## config.mk

```make
export PLATFORM = sky130hd
export DESIGN_NAME = bbc_cell
export DESIGN_NICKNAME = d
export VERILOG_FILES = /design/src/design/bbc_pkg.sv /design/src/design/bbc_cell.sv
export SDC_FILE = /design/constraint.sdc
export NUM_CORES = 1
export LEC_CHECK = 0
export BUFFER_PORTS_ARGS = -buffer_cell sky130_fd_sc_hd__buf_2
export CORE_AREA = 2 2 155 157
export CTS_CLUSTER_DIAMETER = 30
export DETAILED_ROUTE_END_ITERATION = 7
export DIE_AREA = 0 0 157 159
export GPL_TIMING_DRIVEN = 0
export PLACE_DENSITY = 0.54
export SLEW_MARGIN = 30
export SYNTH_ARGS = -nofsm -noshare
export SYNTH_HDL_FRONTEND = slang
export SYNTH_SLANG_ARGS = --single-unit
```

## constraint.sdc

```tcl
create_clock -name clk_i -period 4.27 [get_ports clk_i]
set_clock_uncertainty 0.2 [all_clocks]
set_input_delay 0.854 -clock clk_i [delete_from_list [all_inputs] [get_ports clk_i]]
set_output_delay 0.854 -clock clk_i [all_outputs]
set_load 0.01 [all_outputs]
```

## src/design/bbc_pkg.sv

```systemverilog
`timescale 1ns / 1ps

package bbc_pkg;

  // Operation codes of a request beat
  typedef enum logic [1:0] {
    OP_ADD    = 2'd0,
    OP_REMOVE = 2'd1,
    OP_CHECK  = 2'd2
  } op_e;

  // Status codes of a response beat
  typedef enum logic [2:0] {
    ST_OK       = 3'd0,
    ST_UNKNOWN  = 3'd1,
    ST_RANGE    = 3'd2,
    ST_FULL     = 3'd3,
    ST_COVERED  = 3'd4,
    ST_NOTFOUND = 3'd5
  } status_e;

  // Per-cycle commands broadcast to every table cell
  typedef struct packed {
    logic cmp;   // latch cover / exact-match flags
    logic add;   // write new region into the cell at the fill point
    logic rem;   // shift down from the right neighbor past the removed entry
  } cell_ctrl_t;

endpackage

```

## src/design/bbc_cell.sv

```systemverilog
`timescale 1ns / 1ps

// One table slot: holds a region, compares it against the request and
// passes priority and shift data along the chain.
module bbc_cell #(
  parameter int unsigned ADDR_BITS = 48,
  parameter int unsigned END_W     = 49
) (
  input  logic                  clk_i,
  input  logic                  rst_ni,
  input  bbc_pkg::cell_ctrl_t   ctrl_i,
  input  logic                  active_i,
  input  logic                  write_sel_i,
  input  logic [ADDR_BITS-1:0]  addr_i,
  input  logic [END_W-1:0]      new_end_i,
  input  logic [ADDR_BITS-1:0]  nbr_start_i,
  input  logic [END_W-1:0]      nbr_end_i,
  input  logic                  cover_seen_i,
  input  logic                  exact_seen_i,
  input  logic [END_W-1:0]      end_bus_i,
  output logic [ADDR_BITS-1:0]  start_o,
  output logic [END_W-1:0]      end_o,
  output logic                  cover_seen_o,
  output logic                  exact_seen_o,
  output logic                  cover_first_o,
  output logic [END_W-1:0]      end_bus_o
);
  import bbc_pkg::*;

  logic [ADDR_BITS-1:0] start_q;
  logic [END_W-1:0]     end_q;
  logic                 cover_q;
  logic                 exact_q;
  logic                 shift_en;

  // Match flags, taken in the compare cycle
  always_ff @(posedge clk_i or negedge rst_ni) begin
    if (!rst_ni) begin
      cover_q <= 1'b0;
      exact_q <= 1'b0;
    end else if (ctrl_i.cmp) begin
      cover_q <= active_i && (start_q <= addr_i) && (END_W'(addr_i) <= end_q);
      exact_q <= active_i && (start_q == addr_i);
    end
  end

  // Oldest-first priority ripples from cell 0 upward
  assign cover_first_o = cover_q && !cover_seen_i;
  assign cover_seen_o  = cover_seen_i || cover_q;
  assign exact_seen_o  = exact_seen_i || exact_q;
  assign end_bus_o     = end_bus_i | (cover_first_o ? end_q : '0);

  // Every cell at or past the removed entry takes its neighbor's region
  assign shift_en = ctrl_i.rem && (exact_seen_i || exact_q);

  // Region payload, no reset
  always_ff @(posedge clk_i) begin
    if (ctrl_i.add && write_sel_i) begin
      start_q <= addr_i;
      end_q   <= new_end_i;
    end else if (shift_en) begin
      start_q <= nbr_start_i;
      end_q   <= nbr_end_i;
    end
  end

  assign start_o = start_q;
  assign end_o   = end_q;
endmodule

```

==> flow_summary.toml, run 1 <==
[global_routing]
antenna_found_initial = 1
grt_first_pass_wirelength_mm = 36.1
grt_overflow = 0
grt_usage_pct = 19.1
grt_pass1_vias = 6502
grt_max_degree = 45

[setup_path]
required_ns = 3.22
r2r_cells = 9
cp_cell_sequence = "buf_2 -> nor2b_1 -> clkbuf_1 -> clkbuf_1 -> a21o_1 -> buf_2"
crit_type = "in2out"
crit_path_max_incr_delay_ns = 0.59
cp_slowest_cell = "clkbuf_1"
end_kind = "output pin"
cp.arrival_ns = 2.53
path_max_fanout = 10
start_kind = "input pin"

[sta]
worstMarginPinSlew_ns = 0.891
fin_crit_sh_pct = 83.9
hold_viol_final = 0
fin_crit_ns = 3.58
timing.final.max_slew_violations = 0
whs_ns = 0.0804
setup_viol = 0
max_freq_ghz = 0.279
max_slew_margin_pct = 40.6
rsz0062_at_grt = "false"

[cts]
cts-root-buf = "clkbuf_16"
clk-insertion-delay-late_ns = 0.35
ctsResizeCount = 0
htreeDepth = 3
cts_buffers = 9
clk_path_buf_depth = 2
cts_tree = "built"
cts_hold_buffers = 0
clk_pin_slew_ns = 0.07
post_cts_buffers = 0
cts_sinks = 99

[finish]
nets = 1432
final_common_cell = "buf_2"
final_cell_mix = "buf_2, inv_1, edfxtp_1, ha_1, nand2_1"
area_growth_pct = 39.8
drive_gt1_share_pct = 43.3
final_area_um2 = 9580
final_util_pct = 41.3
fin_cells = 1408

[detailed_routing]
wire_per_inst_um = 17.2
drt-pass1-iter-count = 4
drt-vias-per-instance = 4.59
dr.first_iter.drc_count = 231
ant_nets = 0
drc = 0
vias = 6466
drt-total-wl_mm = 24.2

[yosys]
ys.flop_type = "edfxtp_1"
yosys.area_share.simple_pct = 8.58
synth_nets = 1018
synth-warning-count = 0
synthArstFlopShare_pct = 2.02
synth_fa_ha_area_share_pct = 17.5
synth.distinct_cells = 33
seq_area_frac_synth_pct = 43.2
avgSynthCellArea_um2 = 10.2
synth_xor_area_share_pct = 0
synth_compound_area_share_pct = 16.0
syn_area_um2 = 6850
synth_seq_cells = 99
synthCells = 670
muxShareOfSynthArea_pct = 8.05
synth_top_family_by_area = "adder cells"
synth_edf_count = 97

[power_and_ir_drop]
fin_total_pwr_mw = 2.74
p_leak_nw = 5.06
power.density_nw_per_um2 = 286
irDropWorstVdd_uv = 141

[floorplan]
die-area_um2 = 25000
initial_utilization_pct = 29.5
ios = 401
die_width_um = 157
num_rows = 56
dieHeight_um = 159
core-area_um2 = 23200

[placement]
postPlaceCellArea_um2 = 9320
place_hpwl_mm = 20.3
gp_congestion = 0.796
numPortBuffers = 400
dp.cells = 1392

[flow_run]
maxCapViolations = 0

[worst_hold_path]
hp-class = "in2async"

[run_status]
outcome = "finished, final reports clean"
==> area by class of cell <==
type                            count  area (um2)
Inverter                           99         372
Timing Repair Buffer              403        2050
Sequential cell                    99        2960
Antenna cell                        1        2.50
Clock inverter                      6        33.8
Clock buffer                        9         225
Buffer                             22        82.6
Tap cell                          319         399
Multi-Input combinational cell    450        3450
Fill cell                        2348       13600
==> final timing paths <==
check / startpoint / slack (ns) / end
worst max-delay path: cover_seen_i / 0.69 / end_bus_o[27]
worst min-delay path: rst_ni / 0.08 / cover_q$_DFFE_PN0P_
worst max register to register: end_o[39]$_DFFE_PP_ / 1.59 / cover_q$_DFFE_PN0P_
min in group clk_i: exact_q$_DFFE_PN0P_ / 0.40 / exact_q$_DFFE_PN0P_
worst min register to register: exact_q$_DFFE_PN0P_ / 0.40 / exact_q$_DFFE_PN0P_
max in group asynchronous: rst_ni / 3.69 / exact_q$_DFFE_PN0P_
==> per-stage QoR <==
step	setup slack, ns	setup TNS (ns)
2_1_floorplan	0.125	0
3_3_place_gp	-2.14	-207.02
3_5_place_dp	0.644	0
4_1_cts	0.594	0
5_1_grt	0.543	0
6_report	0.686	0
==> worst max-delay path: cells and delay by family <==
family / cells / cell delay (ns)
AND/OR/NAND/NOR: 1 / 0.10
AO/OA/AOI/OAI: 1 / 0.22
buffers and inverters: 4 / 1.36
==> flip-flops by register name, summed over array words and instances (netlist names) <==
| name | cells |
|---|---|
| start_o | 48 |
| end_o | 49 |
| exact_q | 1 |
| cover_q | 1 |
==> per-layer routing <==
layer	wire, um	vias up	global-route usage (%)
li1	-	3240	-
met1	10400	2980	24.0
met2	12100	229	33.7
met3	1450	17	3.02
met4	333	0	5.25
met5	0	-	0
==> where the power goes <==
| group | internal (mW) | leakage, nW | switching [mW] |
|---|---|---|---|
| sequential | 1.17 | 0.972 | 0.0552 |
| combinational | 0.340 | 3.96 | 0.397 |
| clock | 0.388 | 0.126 | 0.391 |
==> cells in the mapped netlist (2+ instances only) <==
master | instances | area, um2
a211o_1 | 2 | 17.5
nand4_1 | 16 | 100
nor4_1 | 4 | 25.0
nor2b_1 | 3 | 18.8
buf_1 | 3 | 11.3
nand3_1 | 12 | 60.1
inv_1 | 99 | 372
a2111oi_0 | 2 | 17.5
dfrtp_1 | 2 | 50.1
edfxtp_1 | 97 | 2910
mux2_2 | 49 | 552
o211ai_1 | 3 | 22.5
or2_2 | 2 | 12.5
clkbuf_1 | 19 | 71.3
ha_1 | 96 | 1200
a21oi_1 | 31 | 155
a211oi_1 | 6 | 45.0
a221oi_1 | 2 | 17.5
nor2_1 | 12 | 45.0
nand2_1 | 73 | 274
o21ai_0 | 60 | 300
nor3_1 | 6 | 30.0
a21o_1 | 61 | 458
==> logic make-up after synthesis <==
kind of cell / Yosys count
buffers and inverters: 121
AOI/OAI and AO/OA: 174
and+or+nand+nor: 131
adders and majority gates: 96
DFF: 99
muxes: 49
Power figures use the tool's default switching activity.
==> inputs of run 2 (changes only) <==
- clock period: 4.27 -> 3.55 ns (I/O delays scaled with it)
==> flow_summary.toml, run 2 (synthesized netlist as in run 1, its figures left out) <==
[setup_path]
start_kind = "input pin"
worstSetupStartpoint = "cover_seen_i"
path_max_fanout = 10
cp_slowest_cell = "clkbuf_1"
reg2reg_to = "cover_q$_DFFE_PN0P_"
required_ns = 2.64
end_kind = "output pin"
r2r-start = "start_o[25]$_DFFE_PP_"
crit_type = "in2out"
reg2reg_slack_ns = 0.91
cp_cell_sequence = "buf_2 -> nor2b_1 -> clkbuf_1 -> clkbuf_1 -> a21o_1 -> buf_2"
r2r_cells = 8
crit_path_max_incr_delay_ns = 0.54
cp_num_buf_inv = 4
crit_family = "buffers and inverters"
cp.arrival_ns = 2.32

[floorplan]
initial_utilization_pct = 29.5
dieHeight_um = 159
ios = 401
die_width_um = 157
num_rows = 56
core-area_um2 = 23200
die-area_um2 = 25000

[detailed_routing]
drt-vias-per-instance = 4.57
drt-total-wl_mm = 24.0
drc = 0
drt-pass1-iter-count = 4
ant_nets = 0
vias = 6438
wire_per_inst_um = 17.1
dr.first_iter.drc_count = 199

[power_and_ir_drop]
p_leak_nw = 5.08
power.density_nw_per_um2 = 359
fin_total_pwr_mw = 3.47
irDropWorstVdd_uv = 330

[sta]
setup_viol = 0
rsz0062_at_grt = "false"
fin_crit_ns = 3.23
max_freq_ghz = 0.309
max_slew_margin_pct = 53.5
whs_ns = 0.393
fin_crit_sh_pct = 91.0
timing.final.max_slew_violations = 0
setup_slack_ns = 0.319
setup_tns_ns = 0
worstMarginPinSlew_ns = 0.698
hold_viol_final = 0

[placement]
dp_slack_ns = -0.0416
place_hpwl_mm = 20.2
numPortBuffers = 400
gp_congestion = 0.823
dp.cells = 1391
postPlaceCellArea_um2 = 9310

[cts]
cts_hold_buffers = 1
ctsResizeCount = 0
clk_pin_slew_ns = 0.07
clk_path_buf_depth = 2
post_cts_buffers = 0
cts-root-buf = "clkbuf_16"
cts_buffers = 9
cts_tree = "built"
htreeDepth = 3
clk-insertion-delay-late_ns = 0.35
cts_sinks = 99

[global_routing]
grt_first_pass_wirelength_mm = 35.9
grt_pass1_vias = 6453
grt_max_degree = 52
grt_usage_pct = 18.8
grt_overflow = 0
antenna_found_initial = 1

[finish]
area_growth_pct = 40.8
nFillCells = 2387
final_common_cell = "buf_2"
fin_cells = 1409
final_util_pct = 41.6
multi_input_area_um2 = 3460
nets = 1432
final_cell_mix = "buf_2, inv_1, edfxtp_1, ha_1, nand2_1"
drive_gt1_share_pct = 43.4
final_area_um2 = 9650
largest_reg_flops = 49
ff_latch_area_um2 = 2960

[flow_run]
maxCapViolations = 0

[worst_hold_path]
hp-start = "ctrl_i[2]"
hp-class = "in2reg"
hold_depth = 2
whs_endpoint = "exact_q$_DFFE_PN0P_"

[run_status]
outcome = "finished, final reports clean"
-- run 2: worst max-delay path by stage --
stage,endpoint,slack [ns],depth (start not counted)
CTS,end_bus_o[27],0.18,5
global route,end_bus_o[25],0.11,5
floorplan,end_o[0]$_DFFE_PP_,0.51,4
detailed placement,start_o[25]$_DFFE_PP_,-0.04,7
finish,end_bus_o[27],0.32,6
global placement,end_o[12]$_DFFE_PP_,-1.08,5
-- run 2: power breakdown --
| part | switching, mW | internal (mW) | total, mW |
|---|---|---|---|
| logic | 0.478 | 0.407 | 0.885 |
| clock network | 0.487 | 0.626 | 1.11 |
| registers | 0.0642 | 1.40 | 1.47 |
| total | 1.03 | 2.44 | 3.47 |
-- run 2: layout make-up --
type,instances,share of cell area (%)
Inverter,99,3.85
Buffer,22,0.856
Tap cell,319,4.14
Multi-Input combinational cell,450,35.9
Clock buffer,9,2.33
Timing Repair Buffer,403,21.2
Clock inverter,7,1.02
Antenna cell,1,0.0259
Sequential cell,99,30.7
-- run 2: worst register-to-register path, cell delays in order (launching register included) --
cell and delay, ns:
edfxtp_1 0.44, ha_1 0.34, a21o_1 0.16, a21o_1 0.16, a221oi_1 0.32, o211ai_1 0.22, a211o_1 0.37, a21o_1 0.17
a32oi_1 0.18
-- run 2: routing by layer --
| metal | vias to the layer above | global-route usage (%) | wire, um |
|---|---|---|---|
| met5 | - | 0 | 0 |
| met4 | 0 | 3.75 | 213 |
| met3 | 10 | 3.54 | 1410 |
| met2 | 230 | 33.1 | 11900 |
| met1 | 2952 | 23.9 | 10600 |
| li1 | 3246 | - | - |
